==> config.mk <==
export PLATFORM = sky130hd
export DESIGN_NAME = dle_stx_frame_receiver_crc16_core
export DESIGN_NICKNAME = d
export VERILOG_FILES = /design/src/rtl/dlerx_pkg.sv /design/src/rtl/dle_stx_frame_receiver_crc16_core.sv
export SDC_FILE = /design/constraint.sdc
export NUM_CORES = 1
export LEC_CHECK = 0
export BUFFER_PORTS_ARGS = -buffer_cell sky130_fd_sc_hd__buf_2
export CAP_MARGIN = 20
export CORE_UTILIZATION = 51
export DETAILED_ROUTE_END_ITERATION = 6
export GPL_TIMING_DRIVEN = 1
export PLACE_DENSITY = 0.72
export SETUP_SLACK_MARGIN = 0.02
export SKIP_LAST_GASP = 1
export SYNTH_ARGS = -nofsm -noshare
export SYNTH_HDL_FRONTEND = slang
export SYNTH_SLANG_ARGS = --single-unit
==> constraint.sdc <==
create_clock -name clk -period 4.13 [get_ports clk]
set_input_delay 0.413 -clock clk [delete_from_list [all_inputs] [get_ports clk]]
set_output_delay 0.413 -clock clk [all_outputs]
set_load 0.02 [all_outputs]
==> src/rtl/dlerx_pkg.sv <==
// Shared constants, byte codes and the CRC-16 byte update for the DLE/STX frame receiver.
package dlerx_pkg;

  localparam int unsigned ByteW  = 8;
  localparam int unsigned LenW   = 16;
  localparam int unsigned PosW   = 17;
  localparam int unsigned CrcW   = 16;
  localparam int unsigned InDataW  = 8;
  localparam int unsigned OutDataW = 24;  // data_byte, text_length
  localparam int unsigned OutUserW = 2;   // is_text, crc_ok

  localparam logic [ByteW-1:0] CODE_DLE = 8'h10;
  localparam logic [ByteW-1:0] CODE_STX = 8'h02;
  localparam logic [ByteW-1:0] CODE_ETX = 8'h03;
  localparam logic [CrcW-1:0]  CRC_POLY = 16'h8408;

  // Frame positions that have a fixed meaning (count of bytes taken, from 1).
  localparam logic [PosW-1:0] POS_FIRST = 17'd1;
  localparam logic [PosW-1:0] POS_STX   = 17'd2;
  localparam logic [PosW-1:0] POS_LEN_H = 17'd3;
  localparam logic [PosW-1:0] POS_LEN_L = 17'd4;

  // Reflected CRC-16, one byte, LSB first.
  function automatic logic [CrcW-1:0] crc_add_byte(input logic [CrcW-1:0] crc,
                                                   input logic [ByteW-1:0] b);
    logic [CrcW-1:0] c;
    c = crc ^ {{(CrcW-ByteW){1'b0}}, b};
    for (int k = 0; k < ByteW; k++) begin
      if (c[0]) begin
        c = (c >> 1) ^ CRC_POLY;
      end else begin
        c = c >> 1;
      end
    end
    return c;
  endfunction

endpackage

==> src/rtl/dle_stx_frame_receiver_crc16_core.sv <==
// DLE/STX length-framed byte receiver with CRC-16 check, stream in and stream out.
// Each accepted input transaction is registered; its result is on out_* in the next cycle.
// Throughput: one byte per cycle unless stalled; the frame state and the unrolled 8-bit
//   CRC update sit in the single stage between input handshake and output register.
// in_tready stays high while the output register is empty or being drained.
// Reset (rst_n low, synchronous): frame search restarts, CRC and length clear,
//   output register is emptied.
module dle_stx_frame_receiver_crc16_core (
  input  logic                             clk,
  input  logic                             rst_n,
  // input channel
  input  logic                             in_tvalid,
  output logic                             in_tready,
  input  logic [dlerx_pkg::InDataW-1:0]    in_tdata,   // [7:0] rx_byte
  // result channel
  output logic                             out_tvalid,
  input  logic                             out_tready,
  output logic [dlerx_pkg::OutDataW-1:0]   out_tdata,  // [7:0] data_byte, [23:8] text_length
  output logic [dlerx_pkg::OutUserW-1:0]   out_tuser,  // [0] is_text, [1] crc_ok
  output logic                             out_tlast   // frame_done
);
  import dlerx_pkg::*;

  // frame tracking state
  logic [PosW-1:0]  byte_pos_r,  byte_pos_nxt;
  logic             first_dle_r, first_dle_nxt;
  logic [LenW-1:0]  len_r,       len_nxt;
  logic [CrcW-1:0]  crc_r,       crc_nxt;
  logic [ByteW-1:0] crc_lo_r,    crc_lo_nxt;

  // output register
  logic             out_vld_r;
  logic [ByteW-1:0] out_byte_r;
  logic [LenW-1:0]  out_len_r;
  logic             out_text_r, out_done_r, out_ok_r;

  logic             in_acc;
  logic [ByteW-1:0] rx_byte;
  logic [PosW-1:0]  pos;
  logic [PosW-1:0]  len_ext;
  logic [CrcW-1:0]  crc_upd;
  logic             text, done, ok;

  // Output slot frees up the same cycle it is drained, so bytes stream back to back.
  assign in_tready = !out_vld_r || out_tready;
  assign in_acc    = in_tvalid && in_tready;
  assign rx_byte   = in_tdata[ByteW-1:0];
  assign len_ext   = {{(PosW-LenW){1'b0}}, len_r};
  assign crc_upd   = crc_add_byte(crc_r, rx_byte);

  // Position decode for the byte being accepted. Text occupies positions 5..L+4,
  // the two trailer bytes (nominally DLE ETX, not checked) L+5..L+6, CRC low at L+7,
  // CRC high closes the frame.
  always_comb begin
    pos           = byte_pos_r + PosW'(1);
    first_dle_nxt = first_dle_r;
    len_nxt       = len_r;
    crc_nxt       = crc_r;
    crc_lo_nxt    = crc_lo_r;
    text          = 1'b0;
    done          = 1'b0;
    ok            = 1'b0;
    if (pos == POS_FIRST) begin
      first_dle_nxt = (rx_byte == CODE_DLE);
      len_nxt       = '0;
      crc_nxt       = '0;
    end else if (pos == POS_STX) begin
      // bad start: drop both bytes and hunt again
      if (!(first_dle_r && rx_byte == CODE_STX)) begin
        pos = '0;
      end
    end else if (pos == POS_LEN_H) begin
      len_nxt = {{(LenW-ByteW){1'b0}}, rx_byte};
      crc_nxt = crc_upd;
    end else if (pos == POS_LEN_L) begin
      len_nxt = {len_r[LenW-ByteW-1:0], rx_byte};
      crc_nxt = crc_upd;
    end else if (pos <= len_ext + PosW'(6)) begin
      text    = (pos <= len_ext + PosW'(4));
      crc_nxt = crc_upd;
    end else if (pos == len_ext + PosW'(7)) begin
      crc_lo_nxt = rx_byte;
    end else begin
      done = 1'b1;
      ok   = (crc_lo_r == crc_r[ByteW-1:0]) && (rx_byte == crc_r[CrcW-1:ByteW]);
      pos  = '0;
    end
    byte_pos_nxt = pos;
  end

  always_ff @(posedge clk) begin
    if (!rst_n) begin
      byte_pos_r  <= '0;
      first_dle_r <= 1'b0;
      len_r       <= '0;
      crc_r       <= '0;
      crc_lo_r    <= '0;
    end else if (in_acc) begin
      byte_pos_r  <= byte_pos_nxt;
      first_dle_r <= first_dle_nxt;
      len_r       <= len_nxt;
      crc_r       <= crc_nxt;
      crc_lo_r    <= crc_lo_nxt;
    end
  end

  always_ff @(posedge clk) begin
    if (!rst_n) begin
      out_vld_r <= 1'b0;
    end else if (in_acc) begin
      out_vld_r <= 1'b1;
    end else if (out_tready) begin
      out_vld_r <= 1'b0;
    end
  end

  // payload: no reset needed
  always_ff @(posedge clk) begin
    if (in_acc) begin
      out_byte_r <= rx_byte;
      out_len_r  <= len_nxt;
      out_text_r <= text;
      out_done_r <= done;
      out_ok_r   <= ok;
    end
  end

  assign out_tvalid = out_vld_r;
  assign out_tdata  = {out_len_r, out_byte_r};
  assign out_tuser  = {out_ok_r, out_text_r};
  assign out_tlast  = out_done_r;

endmodule

# Word-level counts from Yosys, hierarchy flattened
# Cells that the tools add are included.
[word_totals] reg_bits=86 out_inout_bits=29 word_cells=81
[classes] addsub=4 magnitude_cmp=2 eq_ne=10 mux=27 bitwise=14 reduce_logical=13
[ops] operator="two-way mux 16 bit" n=17
[ops] operator="two-way mux 17 bit" n=7
[ops] operator="adder 16 x 3 -> 17 bit (second input constant)" n=3
[ops] operator="equality test 17 x 2 -> 1 bit (second input constant)" n=2
[ops] operator="less-or-equal comparator 17 bit" n=2
[ops] operator="inverter 2 -> 3 bit" n=8
[ops] operator="adder 17 x 1 -> 17 bit (second input constant)" n=1
[ops] operator="equality test 17 x 1 -> 1 bit (second input constant)" n=1
[ops] operator="equality test 17 bit" n=1
[ops] operator="equality test 17 x 3 -> 1 bit (second input constant)" n=1
[ops] operator="equality test 8 bit" n=2
[ops] operator="bitwise XOR 16 x 8 -> 16 bit" n=1
[ops] operator="OR reduction 5 bit" n=2
[ops] operator="equality test 8 x 2 -> 1 bit (second input constant)" n=1
[ops] operator="equality test 8 x 5 -> 1 bit (second input constant)" n=1
[ops] operator="AND reduction 7 bit" n=1
[ops] operator="OR reduction 6 bit" n=1
[ops] operator="inverter 1 bit" n=5
[ops] operator="nonzero test 4 bit" n=1
[ops] operator="logical AND 1 bit" n=3
[ops] operator="two-way mux 1 bit" n=3
[ops] operator="AND reduction 3 bit" n=1
[ops] operator="inequality test 2 bit (second input constant)" n=1
[ops] operator="AND reduction 2 bit" n=1
[ops] operator="other kinds (3)" n=3

# Logic depth before layout (Yosys ltp)
# Gate-level depths: netlist of run 1.
[depth] word_depth=22 ltp_mapped=18 depth_no_buf=16

# Worst setup path before layout of run 1
# OpenSTA, ideal clock, no wires.
[synth_path] kind="reg-to-reg" from="register byte_pos_r[0]" to="register crc_r[10]" t_arrival_ns=3.462 t_required_ns=4.071 slack_ns=0.609 path_stages_with_launch=18 path_buffers=2 period_less_slack_ns=3.521 path_cell_list="dfxtp_1 -> ha_1 -> buf_2 -> nand3_1 -> nor4_4 -> xnor2_1 -> inv_1 -> ha_1 -> a21o_1 -> a21o_1 -> a21oi_1 -> a21o_1 -> a31o_2 -> nor2_1 -> o21ai_2 -> a21boi_2 -> buf_4 -> a22o_1"
[synth_between] elab_chain_cells=6
[synth_lines] item="start, declared" line="dle_stx_frame_receiver_crc16_core.sv:25" text="logic [PosW-1:0] byte_pos_r, byte_pos_nxt;"
[synth_lines] item="start signal, assigned" line="dle_stx_frame_receiver_crc16_core.sv:99" text="byte_pos_r <= byte_pos_nxt;"
[synth_lines] item="adder 17 x 1 -> 17 bit *" line="dle_stx_frame_receiver_crc16_core.sv:55" text="pos = byte_pos_r + PosW'(1);"
[synth_lines] item="branches (longest 5 deep; another with less-or-equal comparator 17 bit)"
[synth_lines] item="end signal, assigned" line="dle_stx_frame_receiver_crc16_core.sv:102" text="crc_r <= crc_nxt;"
[synth_lines] item="end, declared" line="dle_stx_frame_receiver_crc16_core.sv:28" text="logic [CrcW-1:0] crc_r, crc_nxt;"
# Mark *: on every way between the ends. The select of a mux whose other input is x is not followed.
# A chain may end at the register's enable or synchronous reset.

# Worst setup path after layout of run 1
[layout_path] from="register byte_pos_r[1]" to="register crc_r[15]"
# Same word-level chain as after synthesis.

==> key figures, run 1 <==
Synth
  • Yosys cell types: 70
  • Mean post-synth cell area: 9.46 µm²
  • Post-Synthesis Cells: 652
  • Synthesized flop and latch total: 86
  • Post-synth EDFFs: 27
  • Synthesized area: 6160 µm²
  • Syn_nets: 707
  • Ys async rst share: 0
  • Ys flop type: dfxtp_1
  • Synthesis warning total: 0
  • Sequential share of the synthesized area: 0.323

Final layout
  • Design area: 6730 µm²
  • Number of diodes: 0
  • P&R area growth vs syn: 9.11%
  • Non-Filler Instances: 825
  • Final #Nets: 732
  • Share of cells above drive strength 1: 0.154

Power and ir drop
  • Clk pwr share: 0.275
  • Leakage: 2.84 nW
  • Design Power: 0.00271 W
  • Maximum vdd drop: 0.344 mV
  • Logic pwr share: 0.343
  • Total power per unit cell area: 403 nW/µm²
  • Switching Fraction: 0.359
  • Sequential power share: 0.383
  • Pint: 0.00174 W
  • Switching power: 0.000975 W

Die
  • Die height: 112 µm
  • Initial core utilization: 0.531
  • Ports: 41
  • Die Wd: 112 µm
  • Number of cell rows: 39
  • Die area: 12500 µm²
  • Core area: 11600 µm²

Global route
  • First-pass GRT wire length: 25600 µm
  • Initial antenna violation count: 0
  • Congestion Overflow GR: 0
  • GRT Overall Usage: 0.260
  • Largest net degree at the start of global routing: 34
  • Vias in the first global route: 4733

Worst setup path
  • Cells along the critical path: ha_2, and3_1, and3_1, xor2_2, ha_1, a211oi_1, o21bai_1, o21bai_1, a31o_2, nor2_2, or4_4, inv_2, a22o_1
  • Critical Path AT: 4110 ps
  • Largest delay share family, worst path: simple AND/OR/NAND/NOR gates
  • Worst Path Max Fanout: 12
  • Kind of critical path: register to register
  • Worst Setup Start Kind: register
  • CP Buf/Inv Count: 1
  • Slowest cell delay on critical path: 500 ps
  • CP max-delay cell: dfxtp_1
  • R2R Setup Slk: 300 ps
  • Req. time, crit path: 4420 ps
  • Worst setup EP type: register

CTS
  • Clock root buffer: clkbuf_16
  • CTS tree: built
  • Worst-Skew Late Latency: 340 ps
  • CTS buffer count: 9
  • CTS max path bufs: 2
  • Clock sinks: 86
  • Htree depth: 3
  • Reg clk slew, reported paths: 60 ps
  • Cts hold-fix bufs: 0

Run status
  • Failing checks: design-rule violations
  • Status: finished with violations

Timing
  • Hold Violations, Final: 0
  • Clk_skew: 8.44 ps
  • Final period util: 0.926
  • Finish-stage setup viols: 0
  • Fmax: 0.261 GHz
  • RSZ-0062 raised after global routing: no
  • Worst slew pin tran: 714 ps
  • Fin Setup TNS: 0 ps
  • Hold WS: 328 ps
  • Max-slew violation count: 0
  • Period minus WS final: 3830 ps
  • Slew Limit Headroom: 0.520

Placement
  • Dpl cells: 808
  • Final HPWL DP: 12000 µm
  • Placed Area: 6440 µm²
  • GP Congestion: 0.951
  • Port bufs: 40

Drt
  • TritonRoute pass-1 iters: 7
  • Vias per std cell: 6.06
  • Routed Antenna Nets: 0
  • Iter 0 DRT Violations: 500
  • Detailed Route WL: 15700 µm
  • Via Count: 4996
  • # DRC: 1
  • Routed WL per cell: 19.1 µm

Job
  • Max Cap Violations: 0

Hold path
  • HP Class: input pin to register
cells in the final DEF, fill, tap and decap left out, types with 3 or more instances in the layout:
cell type and n:
o21bai_1 3, o31ai_1 3, o2bb2ai_1 4, a22o_1 31, nor2_1 44, nand3_1 9
or4_1 3, xnor2_1 66, o21ai_0 18, buf_2 40, xor2_1 37, nand2b_1 4
nor2b_1 11, inv_1 22, o211ai_1 3, nor3_1 12, dfxtp_1 59, or3_1 3
nand2_1 34, a31o_2 3, mux2i_1 19, a22oi_1 9, a31oi_1 3, buf_4 26
ha_1 42, a211oi_1 3, o21a_1 3, edfxtp_1 27, and3_1 12, nand4_1 19
and4_1 6, nor4_1 13, a21o_1 14, a21oi_1 9, o2111ai_1 3, clkbuf_16 9
and2_1 4
cell families after synthesis:
group,share of synthesized area
AND/OR/NAND/NOR,0.180
AO/OA/AOI/OAI,0.155
XOR/XNOR,0.162
flip-flops,0.323
buffers and inverters,0.0619
adder cells (fa/ha/maj),0.0873
multiplexers,0.0309
path summary, 6_finish.rpt:
path	startpoint	endpoint	cells past startpoint
setup / recovery	byte_pos_r[1]	crc_r[15]	13
hold / removal	in_tvalid	out_tvalid	3
setup reg to reg	byte_pos_r[1]	crc_r[15]	13
hold reg to reg	byte_pos_r[15]	byte_pos_r[15]	2
power by group through the flow:
stage	Combinational [W]	Clock [W]	Sequential [W]
2_1_floorplan	0.000710	0	0.00106
3_3_place_gp	0.000891	0	0.00105
3_5_place_dp	0.000903	0	0.00105
4_1_cts	0.000911	0.000753	0.00104
5_1_grt	0.00101	0.000784	0.00105
6_report	0.000930	0.000745	0.00104
state kept, by name, summed over array words and instances, names as in the netlist:
register / count
out_tvalid: 1
first_dle_r: 1
len_r: 16
out_len_r: 16
byte_pos_r: 17
out_tlast: 1
out_text_r: 1
crc_r: 16
out_ok_r: 1
crc_lo_r: 8
out_byte_r: 8
through the flow:
step	utilization	setup WS [ps]
floorplan	-	609
global placement	0.555	154
detailed placement	0.555	64.0
CTS	0.577	50.3
global route	0.579	105
finish	0.579	304
synth_stat cells (4+ instances only):
cell       instances  area share
a21o_1            14       0.017
a21oi_1            9      0.0073
a22o_1            31       0.044
a22oi_1            9       0.011
and2_1             4      0.0041
and3_1            12       0.012
and4_1             6      0.0085
buf_2             20       0.016
buf_4             13       0.016
clkbuf_1          14      0.0085
dfxtp_1           59        0.19
edfxtp_1          27        0.13
ha_1              43       0.087
inv_1             22       0.013
mux2i_1           19       0.031
nand2_1           34       0.021
nand2b_1           4      0.0041
nand3_1            9      0.0073
nand4_1           19       0.019
nor2_1            45       0.027
nor2b_1           11       0.011
nor3_1            12      0.0097
nor4_1            13       0.013
o21ai_0           18       0.015
o2bb2ai_1          4      0.0057
xnor2_1           66       0.094
xor2_1            38       0.054
metal layers:
layer / up-vias / global-route usage / wire length (µm)
li1: 2398 / - / -
met1: 2389 / 0.353 / 7140
met2: 190 / 0.420 / 7380
met3: 19 / 0.0533 / 1020
met4: 0 / 0.0720 / 205
met5: - / 0 / 0
worst min-delay path: stages:
cell and delay (ps):
buf_2 110, inv_1 40, a21boi_0 60
layout make-up:
type                            instances  area [µm²]
Multi-Input combinational cell        490        3800
Timing Repair Buffer                   66         395
Sequential cell                        86        1990
Inverter                               24        90.1
Fill cell                             996        4890
Clock inverter                          5        33.8
Clock buffer                           11         233
Tap cell                              143         179
repair_timing:
item                                   4_1_cts  5_1_grt
endpoints found under the hold margin        0        0
resized for setup                            0        3
buffers inserted                             0        0
setup endpoints to repair                    0       35
Note: power is estimated with default switching activity, not from simulation.
==> inputs of run 2 (changes only) <==
--- a/config.mk
+++ b/config.mk
@@ -10,7 +10,7 @@
 export CORE_UTILIZATION = 51
 export DETAILED_ROUTE_END_ITERATION = 6
 export GPL_TIMING_DRIVEN = 1
-export PLACE_DENSITY = 0.72
+export PLACE_DENSITY = 0.69
 export SETUP_SLACK_MARGIN = 0.02
 export SKIP_LAST_GASP = 1
 export SYNTH_ARGS = -nofsm -noshare
==> constraint.sdc (replaced) <==
create_clock -name clk -period 4.13 [get_ports clk]
set_input_delay 0 -clock clk [delete_from_list [all_inputs] [get_ports clk]]
set_output_delay 0 -clock clk [all_outputs]
set_load 0.02 [all_outputs]
==> key figures, run 2 (synthesis gave the netlist of run 1 again) <==
Final layout
  • Fill cells: 1007
  • Share of cells above drive strength 1: 0.152
  • Max FFs per register: 17
  • P&R area growth vs syn: 11.0%
  • Non-Filler Instances: 833
  • Register bank with the most flops: byte_pos_r
  • Number of diodes: 0
  • Commonest non-fill, non-tap cells in the layout: xnor2_1, dfxtp_1, nor2_1, ha_1, buf_2
  • Most common cell after layout, fill and taps aside: xnor2_1
  • Final #Nets: 740

CTS
  • CTS tree: built
  • CTS max path bufs: 2
  • Htree depth: 3
  • Worst-Skew Late Latency: 350 ps
  • Post-CTS setup buffers: 0
  • Clock sinks: 86
  • Reg clk slew, reported paths: 70 ps
  • Clock root buffer: clkbuf_16
  • CTS buffer count: 9

Drt
  • Routed Antenna Nets: 0
  • Detailed Route WL: 15800 µm
  • Routed WL per cell: 19.0 µm
  • Via Count: 5014
  • TritonRoute pass-1 iters: 7
  • # DRC: 2
  • Iter 0 DRT Violations: 435
  • Vias per std cell: 6.02

Worst setup path
  • Slowest cell delay on critical path: 610 ps
  • Worst Path Max Fanout: 12
  • Worst setup EP type: register
  • Cells along the critical path: nand3_2, nor3_1, xnor2_1, inv_1, ha_1, nand4_1, nor4_1, a21o_1, a31o_2, nor2_2, or4_4, inv_2, a22o_1
  • Worst Setup Start Kind: register
  • Kind of critical path: register to register
  • Req. time, crit path: 4420 ps
  • CP max-delay cell: dfxtp_1
  • Critical Path AT: 4040 ps

Global route
  • Largest net degree at the start of global routing: 33
  • Vias in the first global route: 4765
  • Congestion Overflow GR: 0
  • Initial antenna violation count: 0
  • First-pass GRT wire length: 25500 µm
  • GRT Overall Usage: 0.261

Die
  • Core area: 11600 µm²
  • Die area: 12500 µm²
  • Ports: 41
  • Initial core utilization: 0.531
  • Number of cell rows: 39
  • Die Wd: 112 µm
  • Die height: 112 µm

Timing
  • Final period util: 0.906
  • Max-slew violation count: 0
  • Fin Setup TNS: 0 ps
  • Hold Violations, Final: 0
  • Slew Limit Headroom: 0.540
  • Period minus WS final: 3740 ps
  • Finish-stage setup viols: 0
  • Fmax: 0.267 GHz
  • RSZ-0062 raised after global routing: no
  • Clk_skew: 12.8 ps
  • Hold WS: 16.5 ps
  • Worst slew pin tran: 685 ps

Run status
  • Status: finished with violations
  • Failing checks: design-rule violations

Hold path
  • HP Class: input pin to register

Placement
  • Port bufs: 40
  • GP Congestion: 0.943
  • Dpl cells: 808
  • Final HPWL DP: 11900 µm

Power and ir drop
  • Total power per unit cell area: 413 nW/µm²
  • Leakage: 2.90 nW
  • Maximum vdd drop: 0.313 mV
  • Design Power: 0.00282 W

Job
  • Max Cap Violations: 0
run 2: worst paths after layout:
| check | start | end | slack [ps] | cells after the start |
|---|---|---|---|---|
| worst min-delay path | in_tdata[0] | out_byte_r[0] | 20 | 1 |
| worst max-delay path | byte_pos_r[4] | crc_r[2] | 390 | 13 |
| worst min register to register | byte_pos_r[15] | byte_pos_r[15] | 510 | 2 |
| worst max register to register | byte_pos_r[4] | crc_r[2] | 390 | 13 |
run 2: area by class of cell:
type | instances | area, µm² | area share
Timing Repair Buffer | 74 | 475 | 0.0695
Inverter | 24 | 90.1 | 0.0132
Tap cell | 143 | 179 | 0.0262
Multi-Input combinational cell | 490 | 3790 | 0.554
Clock inverter | 4 | 31.3 | 0.00457
Clock buffer | 12 | 280 | 0.0410
Sequential cell | 86 | 1990 | 0.291
run 2: power by group:
group	switching (W)	internal, W	leakage, nW
combinational	0.000558	0.000375	2.00
clock	0.000355	0.000488	0.153
sequential	0.0000911	0.000957	0.747
run 2: layer usage:
metal	global-route usage	up-vias	wire length (µm)
li1	-	2417	-
met1	0.360	2397	7210
met2	0.403	173	7120
met3	0.0610	27	1140
met5	0	-	0
met4	0.0818	0	380
run 2: critical path, delay by kind of cell, from the launching register on:
family / cells / cell delay, ps
compound gates: 3 / 430
xor+xnor: 1 / 360
fa+ha+maj: 1 / 320
buf+inv: 2 / 380
flops: 1 / 610
simple gates: 6 / 1580
run 2: per-stage QoR:
stage                     cell area (µm²)   util  worst slack (ps)
after global placement               6440  0.555               448
after detailed placement             6440  0.555               327
after floorplan                      6160      -               609
final                                6840  0.589               387
after global routing                 6840  0.589               106
after CTS                            6830  0.588               304
run 2: timing repair:
item	CTS	global route
resized for setup	0	1
hold endpoints to repair	11	0
hold buffers	8	0
setup endpoints to repair	0	21
==> inputs of run 3 (changes only) <==
==> constraint.sdc (replaced) <==
create_clock -name clk -period 4.13 [get_ports clk]
set_input_delay 0.2065 -clock clk [delete_from_list [all_inputs] [get_ports clk]]
set_output_delay 0.2065 -clock clk [all_outputs]
set_load 0.02 [all_outputs]
==> key figures, run 3 (synthesis gave the netlist of run 1 again) <==
Run status
  • Status: finished with violations
  • Failing checks: design-rule violations

Drt
  • Routed WL per cell: 19.1 µm
  • WL met1: 7200 µm
  • Iter 0 DRT Violations: 394
  • Vias per std cell: 6.04
  • Metal2 WL: 7000 µm
  • Routed met3 length: 1140 µm
  • Max layer used: met4
  • Routed Antenna Nets: 0
  • TritonRoute pass-1 iters: 7
  • # DRC: 3
  • Detailed Route WL: 15700 µm
  • Via Count: 4986

CTS
  • Worst-Skew Late Latency: 350 ps
  • CTS max path bufs: 2
  • Clock root buffer: clkbuf_16
  • Clock sinks: 86
  • Htree depth: 3
  • CTS buffer count: 9
  • Post-CTS setup buffers: 0
  • Cts hold-fix bufs: 0
  • CTS resizes: 0
  • Reg clk slew, reported paths: 70 ps
  • CTS tree: built

Worst setup path
  • Worst setup EP type: register
  • Worst Setup Start Kind: register
  • Worst Path Max Fanout: 12
  • Req. time, crit path: 4420 ps
  • Kind of critical path: register to register
  • Critical Path AT: 4040 ps

Hold path
  • HP Class: input pin to register

Global route
  • Largest net degree at the start of global routing: 33
  • Vias in the first global route: 4700
  • Congestion Overflow GR: 0
  • GRT Overall Usage: 0.258
  • Initial antenna violation count: 0
  • First-pass GRT wire length: 25200 µm

Placement
  • Placed Area: 6440 µm²
  • Final HPWL DP: 11900 µm
  • Port bufs: 40
  • GP Congestion: 0.943

Final layout
  • Final #Nets: 732
  • Commonest non-fill, non-tap cells in the layout: xnor2_1, dfxtp_1, nor2_1, ha_1, buf_2
  • Share of cells above drive strength 1: 0.154
  • Fill cells: 1015
  • Number of diodes: 0
  • Seq. cell area: 1990 µm²
  • Most common cell after layout, fill and taps aside: xnor2_1
  • Register bank with the most flops: byte_pos_r
  • Multi-input gate area: 3790 µm²
  • Design area: 6760 µm²
  • Post-Route Utilization: 0.582
  • P&R area growth vs syn: 9.68%
  • Max FFs per register: 17

Timing
  • Period minus WS final: 3740 ps
  • Max-slew violation count: 0
  • Finish-stage setup viols: 0
  • Worst slew pin tran: 640 ps
  • RSZ-0062 raised after global routing: no
  • Clk_skew: 13.8 ps
  • Slew Limit Headroom: 0.570
  • Fmax: 0.267 GHz
  • Fin Setup TNS: 0 ps
  • Hold Violations, Final: 0
  • Final period util: 0.907

Die
  • Initial core utilization: 0.531
  • Core area: 11600 µm²
  • Ports: 41
  • Die height: 112 µm
  • Number of cell rows: 39
  • Die area: 12500 µm²
  • Die Wd: 112 µm

Power and ir drop
  • Leakage: 2.86 nW
  • Total power per unit cell area: 417 nW/µm²
  • Maximum vdd drop: 0.311 mV

Job
  • Max Cap Violations: 0
==> run 3: where the power goes <==
group          switching (W)  internal (W)  leakage, nW  total (W)
logic               0.000558      0.000370         1.96   0.000928
registers          0.0000914      0.000957        0.747    0.00105
clock network       0.000353      0.000488        0.153   0.000841
total                0.00100       0.00182         2.86    0.00282
==> run 3: final cells by class <==
cell class	count	share of cell area
timing repair buffer	66	0.0585
multi-input combinational	490	0.561
tap	143	0.0265
clock inverter	4	0.00463
inverter	24	0.0133
sequential	86	0.295
clock buffer	12	0.0415
==> run 3: final timing paths <==
check / to / slack, ps / startpoint / depth (start not counted)
max: crc_r[2] / 390 / byte_pos_r[4] / 13
min: out_tvalid / 120 / in_tvalid / 3
max reg2reg: crc_r[2] / 390 / byte_pos_r[4] / 13
min reg2reg: byte_pos_r[15] / 510 / byte_pos_r[15] / 2
==> run 3: through the flow <==
step	hold slack (ps)	setup WS, ps	std cells	power [W]
finish	119	385	825	0.00282
global route	118	106	825	0.00296
CTS	107	304	824	0.00282
detailed placement	480	327	808	0.00197
global placement	471	448	808	0.00195
floorplan	305	609	652	0.00177
==> run 3: worst max-delay path, cell delays in order, from the launching register on <==
cell and delay, ps:
dfxtp_1 610, nand3_2 280, nor3_1 300, xnor2_1 340, inv_1 180, ha_1 320
nand4_1 110, nor4_1 300, a21o_1 110, a31o_2 150, nor2_2 110, or4_4 490
inv_2 210, a22o_1 170
==> run 3: routing by layer <==
layer / vias to the layer above / GRT usage
met3: 31 / 0.0604
met5: - / 0
met1: 2387 / 0.359
met4: 0 / 0.0809
li1: 2403 / -
met2: 165 / 0.395
